**src/hw/rtl/shader_table_directory_validator_top_defines.svh**
```systemverilog
// Assertion macros shared by the shader table directory validator RTL.
// Simulation builds get concurrent assertions; synthesis builds get nothing.
`ifndef SHADER_TABLE_DIRECTORY_VALIDATOR_TOP_DEFINES_SVH
`define SHADER_TABLE_DIRECTORY_VALIDATOR_TOP_DEFINES_SVH

`ifndef SYNTHESIS
// same-cycle implication
`define STDV_ASSERT(lbl, clk, rstn, ante, cons) \
    lbl: assert property (@(posedge clk) disable iff (!rstn) (ante) |-> (cons)) \
        else $error("stdv assertion failed");
// next-cycle implication
`define STDV_ASSERT_NEXT(lbl, clk, rstn, ante, cons) \
    lbl: assert property (@(posedge clk) disable iff (!rstn) (ante) |=> (cons)) \
        else $error("stdv assertion failed");
`else
`define STDV_ASSERT(lbl, clk, rstn, ante, cons)
`define STDV_ASSERT_NEXT(lbl, clk, rstn, ante, cons)
`endif

`endif

```
**src/hw/rtl/stdv_pkg.sv**
```systemverilog
// Shared types and constants for the shader table directory validator.
// No dependencies; used by stdv_ctrl, stdv_datapath and the top level.
`default_nettype none

package stdv_pkg;

    localparam int STORE_WORDS = 512;
    localparam int ADDR_W      = (STORE_WORDS > 2) ? $clog2(STORE_WORDS) : 1;
    localparam int WCNT_W      = $clog2(STORE_WORDS + 1);
    localparam int LEN_W       = $clog2(STORE_WORDS * 8 + 1);

    localparam int HEADER_BYTES   = 8;
    localparam int MIN_BLOB_BYTES = 20;
    localparam int ALIGN_BITS     = 3;   // 8-byte alignment
    localparam int GRAIN_BITS     = 2;   // sizes in multiples of 4
    localparam logic [31:0] MAGIC_WORD = 32'h0723_0203;

    localparam int WORD_W   = 64;
    localparam int VB_W     = 4;
    localparam int BASE_W   = 3;
    localparam int STAT_W   = 4;
    localparam int OFF_W    = 13;
    localparam int COUNT_W  = 8;
    localparam int S_DATA_W = 72;
    localparam int M_DATA_W = 32;

    typedef enum logic [3:0] {
        STAT_OK              = 4'd0,
        STAT_TOO_SMALL       = 4'd1,
        STAT_BASE_MISALIGNED = 4'd2,
        STAT_RSV_NONZERO     = 4'd3,
        STAT_SIZE_MISMATCH   = 4'd4,
        STAT_BLOB_MISALIGNED = 4'd5,
        STAT_OUT_OF_BOUNDS   = 4'd6,
        STAT_BAD_SIZE        = 4'd7,
        STAT_BAD_MAGIC       = 4'd8,
        STAT_TOO_LARGE       = 4'd9
    } status_t;

    typedef enum logic [1:0] {
        RD_HDR,
        RD_BOFF,
        RD_BSIZE,
        RD_MAGIC
    } rd_sel_t;

    typedef enum logic [1:0] {
        OFF_ZERO,
        OFF_RSV,
        OFF_ENTRY,
        OFF_BLOB
    } off_sel_t;

    typedef enum logic [2:0] {
        ST_LOAD,
        ST_PRE,
        ST_HDR,
        ST_EOFF,
        ST_ESIZE,
        ST_EMAGIC,
        ST_DONE
    } state_t;

    typedef struct packed {
        logic     load;
        rd_sel_t  rd_sel;
        logic     capture_hdr;
        logic     capture_boff;
        logic     idx_inc;
        logic     push;
        status_t  code;
        off_sel_t off_sel;
    } cmd_t;

    typedef struct packed {
        logic cap;
        logic len_short;
        logic base_mis;
        logic rsv_nz;
        logic dir_bad;
        logic n_zero;
        logic blob_mis;
        logic boff_oob;
        logic size_oob;
        logic bad_size;
        logic bad_magic;
        logic last_entry;
    } flags_t;

endpackage

`default_nettype wire

```
**src/hw/rtl/stdv_ctrl.sv**
```systemverilog
// Check sequencer for the shader table directory validator.
// Depends on stdv_pkg; drives stdv_datapath through cmd_t, reads flags_t.
`default_nettype none
`include "shader_table_directory_validator_top_defines.svh"

module stdv_ctrl (
    input  wire logic            aclk,
    input  wire logic            aresetn,
    input  wire logic            s_tvalid,
    input  wire logic            s_tlast,
    output logic                 s_tready,
    output logic                 m_tvalid,
    input  wire logic            m_tready,
    input  wire stdv_pkg::flags_t flags,
    output stdv_pkg::cmd_t       cmd
);

    stdv_pkg::state_t   state_reg, state_next;
    stdv_pkg::status_t  code_reg, code_next;
    stdv_pkg::off_sel_t off_reg, off_next;
    logic               m_tvalid_reg, m_tvalid_next;

    always_ff @(posedge aclk) begin
        if (!aresetn) begin
            state_reg    <= stdv_pkg::ST_LOAD;
            code_reg     <= stdv_pkg::STAT_OK;
            off_reg      <= stdv_pkg::OFF_ZERO;
            m_tvalid_reg <= 1'b0;
        end else begin
            state_reg    <= state_next;
            code_reg     <= code_next;
            off_reg      <= off_next;
            m_tvalid_reg <= m_tvalid_next;
        end
    end

    // next state and verdict capture
    always_comb begin
        state_next = state_reg;
        code_next  = code_reg;
        off_next   = off_reg;
        unique case (state_reg)
            stdv_pkg::ST_LOAD: begin
                if (s_tvalid && s_tlast) begin
                    state_next = stdv_pkg::ST_PRE;
                end
            end
            stdv_pkg::ST_PRE: begin
                state_next = stdv_pkg::ST_DONE;
                off_next   = stdv_pkg::OFF_ZERO;
                priority if (flags.cap) begin
                    code_next = stdv_pkg::STAT_TOO_LARGE;
                end else if (flags.len_short) begin
                    code_next = stdv_pkg::STAT_TOO_SMALL;
                end else if (flags.base_mis) begin
                    code_next = stdv_pkg::STAT_BASE_MISALIGNED;
                end else begin
                    state_next = stdv_pkg::ST_HDR;
                end
            end
            stdv_pkg::ST_HDR: begin
                state_next = stdv_pkg::ST_DONE;
                off_next   = stdv_pkg::OFF_ZERO;
                priority if (flags.rsv_nz) begin
                    code_next = stdv_pkg::STAT_RSV_NONZERO;
                    off_next  = stdv_pkg::OFF_RSV;
                end else if (flags.dir_bad) begin
                    code_next = stdv_pkg::STAT_SIZE_MISMATCH;
                end else if (flags.n_zero) begin
                    code_next = stdv_pkg::STAT_OK;
                end else begin
                    state_next = stdv_pkg::ST_EOFF;
                end
            end
            stdv_pkg::ST_EOFF: begin
                state_next = stdv_pkg::ST_DONE;
                off_next   = stdv_pkg::OFF_ENTRY;
                priority if (flags.blob_mis) begin
                    code_next = stdv_pkg::STAT_BLOB_MISALIGNED;
                end else if (flags.boff_oob) begin
                    code_next = stdv_pkg::STAT_OUT_OF_BOUNDS;
                end else begin
                    state_next = stdv_pkg::ST_ESIZE;
                end
            end
            stdv_pkg::ST_ESIZE: begin
                state_next = stdv_pkg::ST_DONE;
                off_next   = stdv_pkg::OFF_ENTRY;
                priority if (flags.size_oob) begin
                    code_next = stdv_pkg::STAT_OUT_OF_BOUNDS;
                end else if (flags.bad_size) begin
                    code_next = stdv_pkg::STAT_BAD_SIZE;
                end else begin
                    state_next = stdv_pkg::ST_EMAGIC;
                end
            end
            stdv_pkg::ST_EMAGIC: begin
                priority if (flags.bad_magic) begin
                    state_next = stdv_pkg::ST_DONE;
                    code_next  = stdv_pkg::STAT_BAD_MAGIC;
                    off_next   = stdv_pkg::OFF_BLOB;
                end else if (flags.last_entry) begin
                    state_next = stdv_pkg::ST_DONE;
                    code_next  = stdv_pkg::STAT_OK;
                    off_next   = stdv_pkg::OFF_ZERO;
                end else begin
                    state_next = stdv_pkg::ST_EOFF;
                end
            end
            stdv_pkg::ST_DONE: begin
                if (!m_tvalid_reg || m_tready) begin
                    state_next = stdv_pkg::ST_LOAD;
                end
            end
            default: begin
                state_next = stdv_pkg::ST_LOAD;
            end
        endcase
    end

    // outputs
    always_comb begin
        s_tready         = (state_reg == stdv_pkg::ST_LOAD);
        cmd.load         = s_tvalid && s_tready;
        cmd.capture_hdr  = (state_reg == stdv_pkg::ST_HDR);
        cmd.capture_boff = (state_reg == stdv_pkg::ST_EOFF);
        cmd.idx_inc      = (state_reg == stdv_pkg::ST_EMAGIC) && !flags.bad_magic
                           && !flags.last_entry;
        cmd.push         = (state_reg == stdv_pkg::ST_DONE) && (!m_tvalid_reg || m_tready);
        cmd.code         = code_reg;
        cmd.off_sel      = off_reg;
        unique case (state_reg)
            stdv_pkg::ST_HDR:    cmd.rd_sel = stdv_pkg::RD_BOFF;
            stdv_pkg::ST_EOFF:   cmd.rd_sel = stdv_pkg::RD_BSIZE;
            stdv_pkg::ST_ESIZE:  cmd.rd_sel = stdv_pkg::RD_MAGIC;
            stdv_pkg::ST_EMAGIC: cmd.rd_sel = stdv_pkg::RD_BOFF;
            default:             cmd.rd_sel = stdv_pkg::RD_HDR;
        endcase
    end

    always_comb begin
        if (cmd.push) begin
            m_tvalid_next = 1'b1;
        end else if (m_tready) begin
            m_tvalid_next = 1'b0;
        end else begin
            m_tvalid_next = m_tvalid_reg;
        end
    end

    assign m_tvalid = m_tvalid_reg;

    `STDV_ASSERT(a_push_room, aclk, aresetn, cmd.push, !m_tvalid_reg || m_tready)
    `STDV_ASSERT_NEXT(a_push_shows, aclk, aresetn, cmd.push, m_tvalid_reg)
    `STDV_ASSERT(a_leave_on_last, aclk, aresetn, state_reg == stdv_pkg::ST_LOAD && state_next != stdv_pkg::ST_LOAD, s_tvalid && s_tready && s_tlast)

endmodule

`default_nettype wire

```
**config.mk**
```make
export PLATFORM = sky130hd
export DESIGN_NAME = stdv_ctrl
export DESIGN_NICKNAME = d
export VERILOG_FILES = /design/src/hw/rtl/stdv_pkg.sv /design/src/hw/rtl/stdv_ctrl.sv
export VERILOG_INCLUDE_DIRS = /design/src /design/src/hw/rtl
export SDC_FILE = /design/constraint.sdc
export NUM_CORES = 1
export LEC_CHECK = 0
export ABC_AREA = 1
export BUFFER_PORTS_ARGS = -buffer_cell sky130_fd_sc_hd__buf_2
export CORE_MARGIN = 1
export CORE_UTILIZATION = 45
export CTS_CLUSTER_DIAMETER = 40
export DETAILED_ROUTE_END_ITERATION = 7
export MAX_ROUTING_LAYER = met4
export PLACE_DENSITY = 0.89
export SYNTH_ARGS = -nofsm -noshare
export SYNTH_HDL_FRONTEND = slang
export SYNTH_SLANG_ARGS = --single-unit
```
**constraint.sdc**
```tcl
create_clock -name aclk -period 1.7 [get_ports aclk]
set_input_delay 0.255 -clock aclk [delete_from_list [all_inputs] [get_ports aclk]]
set_output_delay 0.255 -clock aclk [all_outputs]
set_load 0.02 [all_outputs]
```
== Word level (Yosys, flattened, before mapping) ==
Index checks and enable logic that the tools add are counted.
Storage, ports and cells
  register bits after elaboration: 10
  bits of input ports: 17
  output and inout port bits: 15
  word-level logic and storage cells: 70
Cells by class
  equal/unequal tests: 13
  muxes and demuxes: 35
  reduce and logical (&&, ||, !) cells: 18
Operators by type and width (count)
  $mux 4: 12
  $mux 3: 10
  $pmux 3 s7: 1
  $pmux 4 s5: 1
  $mux 2: 6
  $eq 3x3->1 const B: 3
  $ne 3x3->1 const B: 3
  $ne 4x4->1 const B: 2
  $pmux 2 s4: 1
  $eq 3x2->1 const B: 2
  $pmux 2 s3: 1
  $reduce_and 6->1: 1
  $logic_and 1x1->1: 5
  $reduce_bool 5->1: 1
  $reduce_and 2->1: 2
  $reduce_bool 4->1: 1
  $reduce_or 2->1: 2
  $eq 3x1->1 const B: 1
  $logic_not 1->1: 3
  $logic_not 3->1: 1
  $mux 1: 3
  $ne 2x1->1 const B: 1
  $ne 2x2->1 const B: 1
  $reduce_bool 2->1: 1
  $logic_or 1x1->1: 1

== Longest topological paths before layout ==
Gate-level depths: netlist of the first run.
  word-level depth: 4
  mapped depth: 9
  mapped depth without buffers: 9

== Worst setup path after synthesis of the first run ==
OpenSTA, ideal clock, no wires.
  path type: register -> register
  from: register state_reg[0]
  to: register code_reg[0]
  library setup time: 0.113 ns
  arrival: 1.238 ns
  required time: 1.587 ns
  slack: 0.349 ns
  stages on the path, launching flop included: 9
  buffers on the path: 1
  period minus slack after synthesis: 1.351 ns
  path through: dfxtp_1 buf_6 nand3_2 nor2_1 nor2_2 nand3_2 nand2_1 nand2_1 nor2_1
Between the ends
  longest elaborated chain between the ends: 3
  elaborated cells on any way between the ends: 13
  those cells by class: 10 x eq/ne; 1 x mux; 2 x reduce/logical
Ends and longest elaborated chain
  start: declaration: RTL line stdv_ctrl.sv:18  | stdv_pkg::state_t state_reg, state_next;
  start signal: assignment: RTL line stdv_ctrl.sv:25  | state_reg <= stdv_pkg::ST_LOAD;
  start signal: assignment: RTL line stdv_ctrl.sv:30  | state_reg <= state_next;
  $eq 3x1->1, or another cell as far along: RTL line stdv_ctrl.sv:42  | unique case (state_reg)
  $ne 4x4->1 (no source line), or another cell as far along
  $reduce_and 6->1 (no source line)
  end signal: assignment: RTL line stdv_ctrl.sv:26  | code_reg <= stdv_pkg::STAT_OK;
  end signal: assignment: RTL line stdv_ctrl.sv:31  | code_reg <= code_next;
  end: declaration: RTL line stdv_ctrl.sv:19  | stdv_pkg::status_t code_reg, code_next;
Several ways; a longest one is shown, not always the timed one.
A chain may end at the register's enable or synchronous reset.

==> metrics.txt, run 1 <==
crit path cell chain inv_2, nor4_1, buf_2; Die Y just over 40 um; Die ar. 1710 um^2; max FFs per register 4; critical path peak fanout 7; outcome finished clean; Max IR drop VDD 0.000951 V; post-synth top area share 28.7%; DRT Pass-1 Iters 4; Worst-path clk slew 0.07 ns; Seq cells post-synth 10; Layout area overhead 27.6%; postcts setup bufs 0; total power around 0.0017 W; CTS Buf Count 3; flop2flop setup slack about 0.3 ns; largest net degree at the start of global routing 10; H-tree depth 1; die width about 41 um; Synth warnings 0; core area 1370 um^2; Antenna diodes 0; number of global-route vias before repair between 700 and 800; Layout Nets around 170; via/cell ratio roughly 5.2; post-route minimum period between 1.5 and 2 ns; DRC violation count after routing 0; WP buf/inv 2; GP Congestion between 0.9 and 1; cell area after layout ~900 um^2; Setup Skew roughly 0.00070 ns; pwr dens ~1900 nW/um^2; share of cells above drive strength 1 29.0%; Max Slew Vio Count 0; Root Driver clkbuf_4; syn avg cell area approximately 5.7 um^2; CP arrival between 1 and 1.5 ns; crit end category primary output; Required @ worst endpoint approximately 1.4 ns; fmax roughly 630 MHz; post-synthesis net count roughly 140; Place WS between 0.3 and 0.4 ns; clk buf depth 2; average wire per standard cell roughly 11 um; Starting DRT DRC Count 34; # hold bufs at CTS 0; Relative slew margins between 80% and 90%; remaining antenna violation count 0; cells on worst reg2reg path 8; Worst Tran Pin Value approximately 0.28 ns; global-route wire length before repair about 2.8 mm; CTS tree built; # setup viols final 0; GRT Overall Usage 26.1%; initial antenna violation count 0; GRT overflow 0; Final Util between 60% and 70%; instance count on the critical path 3; Post-Syn Area 697 um^2; CP Class register to primary output; Post-DP Area roughly 850 um^2; synth top area cells dfxtp_1 (29%), nand2_1 (18%), nor2_1 (13%); Max Cap Viol 0; Slowest cell on crit path dfxtp_1; PnR worst setup slack between 0.1 and 0.15 ns; Pleak 0.530 nW; I/O pins 32; unrepaired setup endpoints after global routing no; WL final around 1.9 mm; Worst Hold Class primary input to register; Final Hold Fails 0; largest area contributor in the netlist dfxtp_1; critical path's top delay family flip-flops; vias between 800 and 900; FP Rows 13; hold path depth 3; IO Port Bufs 31; initial core utilization around 51%; CP Launch Type register; worst skew pair latency 0.28 ns; cells after synthesis between 100 and 150; distinct cell type count after synthesis 19; Setup TNS 0 ns; CTS Sinks 10; Post-DP HPWL about 1.4 mm; register area share after synthesis between 20% and 30%; Final Cycle Share between 90% and 100%; CP max stage delay ~0.45 ns
==> repair_timing <==
item | CTS | global route
setup endpoints to repair | 0 | 1
gates resized for setup | 0 | 1
endpoints found under the hold margin | 0 | 0
==> Yosys cell counts (all sizes together) <==
library cell and count:
a21oi 3, a41oi 1, nor2 27, or2 2, nor3 2, nand4 2, buf 2, dfxtp 10
nand2 34, a31oi 3, nor4 1, o21ai 3, inv 22, nand3 10
==> power by group <==
part	internal [W]	total [W]	switching (W)
combinational	0.000348	0.00106	0.000713
sequential	0.000334	0.000424	0.0000895
clock	0.000131	0.000229	0.0000986
total	0.000812	0.00171	0.000901
==> cells in the final DEF (no fill, tap or decap) <==
| master | Yosys | layout |
|---|---|---|
| a21oi_1 | 3 | 3 |
| a31oi_1 | 3 | 3 |
| a41oi_1 | 1 | 1 |
| buf_2 | 0 | 31 |
| clkbuf_4 | 0 | 3 |
| clkbuf_8 | 0 | 1 |
| dfxtp_1 | 10 | 9 |
| dfxtp_2 | 0 | 1 |
| inv_1 | 20 | 20 |
| inv_2 | 2 | 2 |
| nand2_1 | 33 | 33 |
| nand2_2 | 1 | 1 |
| nand3_1 | 8 | 8 |
| nand3_2 | 2 | 2 |
| nand4_1 | 2 | 2 |
| nor2_1 | 25 | 25 |
| nor2_2 | 2 | 2 |
| nor3_1 | 2 | 2 |
| nor4_1 | 1 | 1 |
| o21ai_0 | 3 | 3 |
| or2_2 | 2 | 2 |
==> worst min-delay path, cell delays in order <==
cell	delay (ns)
buf_2	0.13
nand2_1	0.07
nor2_1	0.03
==> layer usage <==
metal  up-vias  GRT usage (%)  share of wire (%)
li1        444              -                  -
met1       381           29.9                 42
met2        47           41.4                 46
met3        16           6.38                8.3
met4         0           14.5                3.6
met5         -              -                  0
==> layout make-up <==
cell class / count / area [um^2]
fill: 137 / 477
timing repair buffer: 31 / 155
multi-input combinational: 88 / 395
inverter: 22 / 82.6
sequential: 10 / 201
clock buffer: 4 / 36.3
tap: 15 / 18.8
==> path summary, 6_finish.rpt <==
kind	startpoint	to
setup reg to reg	state_reg[1]	code_reg[3]
hold / removal	aresetn	code_reg[3]
setup / recovery	state_reg[2]	cmd[6]
hold reg to reg	off_reg[0]	off_reg[0]
==> metrics by stage <==
step,hold slack (ns),std cells
floorplan,0.375,122
global placement,0.470,166
detailed placement,0.488,166
CTS,0.245,170
global route,0.243,170
finish,0.243,170
==> logic make-up (layout without fill, tap and decap cells) <==
group           Yosys count  after routing  share of synthesized area, %
compound gates           10             10                          8.26
simple gates             78             78                          48.5
buf+inv                  24             57                          14.5
flops                    10             10                          28.7
Power figures use the tool's default switching activity.
==> inputs of run 2 (changes only) <==
- SETUP_SLACK_MARGIN: not set -> 0.2
==> run 2 against run 1 <==
Via count is 0.23% higher. Count of clock-buffer cells in the layout stayed put. Core utilization is 1.6 points higher. Critical endpoint unchanged. Global-route usage is 0.11 points lower.
==> metrics.txt, run 2 (synthesized netlist as in run 1, its figures left out) <==
Post-DP Area 852 um^2 (unchanged); Max Cap Viol 0 (unchanged); remaining antenna violation count 0 (unchanged); initial core utilization 51.0% (unchanged); outcome finished clean (unchanged); CP arrival 1.23 ns (was 1.32 ns); Max Slew Vio Count 0 (unchanged); Required @ worst endpoint 1.44 ns (about the same); Worst-path clk slew 0.08 ns (was 0.07 ns); post-route minimum period 1.48 ns (was 1.58 ns); Routed met3 length 135 um (was 154 um); CTS Buf Count 3 (unchanged); core area 1370 um^2 (unchanged); cell area after layout 912 um^2 (was 890 um^2); worst hold path endpoint code_reg[3] (unchanged); Die Y 41.4 um (unchanged); Pleak 0.532 nW (was 0.530 nW); Final Hold Fails 0 (unchanged); largest net degree at the start of global routing 10 (unchanged); FP Rows 13 (unchanged); Final Cycle Share 87.3% (was 92.8%); CP Launch Type register (unchanged); top sig layer met4 (unchanged); die width 41.4 um (unchanged); Slowest cell on crit path dfxtp_2 (was dfxtp_1); DR WL met2 880 um (was 861 um); WP buf/inv 2 (unchanged); max FFs per register 4 (unchanged); hold path depth 3 (unchanged); Worst Tran Pin Value 0.272 ns (was 0.282 ns); fillcell total 131 (was 137); number of global-route vias before repair 732 (was 738); GRT overflow 0 (unchanged); H-tree depth 1 (unchanged); Layout area overhead 30.9% (was 27.6%); via/cell ratio 5.24 (was 5.22); share of cells above drive strength 1 32.9% (was 29.0%); CTS tree built (unchanged); DRC violation count after routing 0 (unchanged); vias 890 (was 888); Setup TNS 0 ns (unchanged); Critical R2R Capture code_reg[1] (was code_reg[3]); DRT Pass-1 Iters 4 (unchanged); global-route wire length before repair 2.81 mm (was 2.82 mm); critical path peak fanout 7 (unchanged); initial antenna violation count 0 (unchanged); cells on worst reg2reg path 9 (was 8); pwr dens 1930 nW/um^2 (about the same); CP max stage delay 0.40 ns (was 0.45 ns); crit end category primary output (unchanged); critical path's top delay family flip-flops (unchanged); worst skew pair latency 0.28 ns (about the same); Min-Delay Startpoint aresetn (unchanged); average wire per standard cell 10.9 um (about the same); WL final 1.86 mm (about the same); Root Driver clkbuf_4 (unchanged); Max IR drop VDD 0.000984 V (was 0.000951 V); flop2flop setup slack 0.32 ns (was 0.30 ns); Relative slew margins 81.7% (was 81.0%); fmax 674 MHz (was 634 MHz); Post-DP HPWL 1.43 mm (unchanged); # setup viols final 0 (unchanged); Starting DRT DRC Count 32 (was 34); CP Class register to primary output (unchanged); Critical path origin state_reg[2] (unchanged); Die ar. 1710 um^2 (unchanged); GRT Overall Usage 25.9% (was 26.1%); CTS Sinks 10 (unchanged); commonest non-fill, non-tap cells in the layout nand2_1 (31), buf_2 (31), nor2_1 (23) (was nand2_1 (33), buf_2 (31), nor2_1 (25)); DRT met1 WL 783 um (was 777 um); IO Port Bufs 31 (unchanged); clk buf depth 2 (unchanged); crit path cell chain inv_2, nor4_1, buf_2 (unchanged); I/O pins 32 (unchanged); unrepaired setup endpoints after global routing yes (was no); Critical R2R Launch state_reg[2] (was state_reg[1]); GP Congestion 0.912 (unchanged); Layout Nets 173 (unchanged); Setup Skew 0.00200 ns (was 0.000697 ns); Worst Hold Class primary input to register (unchanged); Antenna diodes 0 (unchanged)
## run 2: stage by stage
stage	util (%)	hold slack, ns	total power, W	worst slack, ns	std cells
CTS	65.3	0.245	0.00170	0.195	170
floorplan	-	0.375	0.00120	0.349	122
global route	66.8	0.243	0.00191	0.167	170
detailed placement	62.4	0.488	0.00146	0.306	166
global placement	62.4	0.470	0.00142	0.379	166
finish	66.8	0.240	0.00176	0.217	170
## run 2: routing by layer
layer  vias up  track usage [%]
li1        445                -
met4         0             14.5
met5         -                -
met2        38             41.0
met3        13             6.38
met1       394             29.9
## run 2: worst max-delay path by stage
| stage | to | slack [ns] | cells after the start |
|---|---|---|---|
| 2_1_floorplan | code_reg[0] | 0.35 | 8 |
| 4_1_cts | cmd[11] | 0.20 | 4 |
| 3_5_place_dp | code_reg[3] | 0.31 | 7 |
| 5_1_grt | cmd[8] | 0.17 | 4 |
| 6_report | cmd[6] | 0.22 | 3 |
| 3_3_place_gp | code_reg[2] | 0.38 | 7 |
## run 2: final cells by class
class / count / area [um^2] / area share, %
multi-input combinational: 88 / 410 / 45.0
sequential: 10 / 209 / 22.9
timing repair buffer: 31 / 155 / 17.0
inverter: 22 / 82.6 / 9.05
clock buffer: 4 / 36.3 / 3.98
tap: 15 / 18.8 / 2.06
## run 2: worst register-to-register path, delay by kind of cell, from the launching register on
family / cells / cell delay, ns
simple gates: 8 / 0.84
flops: 1 / 0.36
buf+inv: 1 / 0.12
## run 2: report_power, final
| group | switching [W] | internal (W) | leakage [nW] |
|---|---|---|---|
| sequential | 0.0000980 | 0.000347 | 0.0839 |
| combinational | 0.000721 | 0.000360 | 0.428 |
| clock | 0.000102 | 0.000131 | 0.0210 |
## run 2: repair_timing
| item | CTS | global route |
|---|---|---|
| gates resized for setup | 3 | 7 |
| pin swaps | 0 | 0 |
| setup endpoints to repair | 6 | 7 |
| setup buffers | 0 | 0 |
| hold buffers | 0 | 0 |
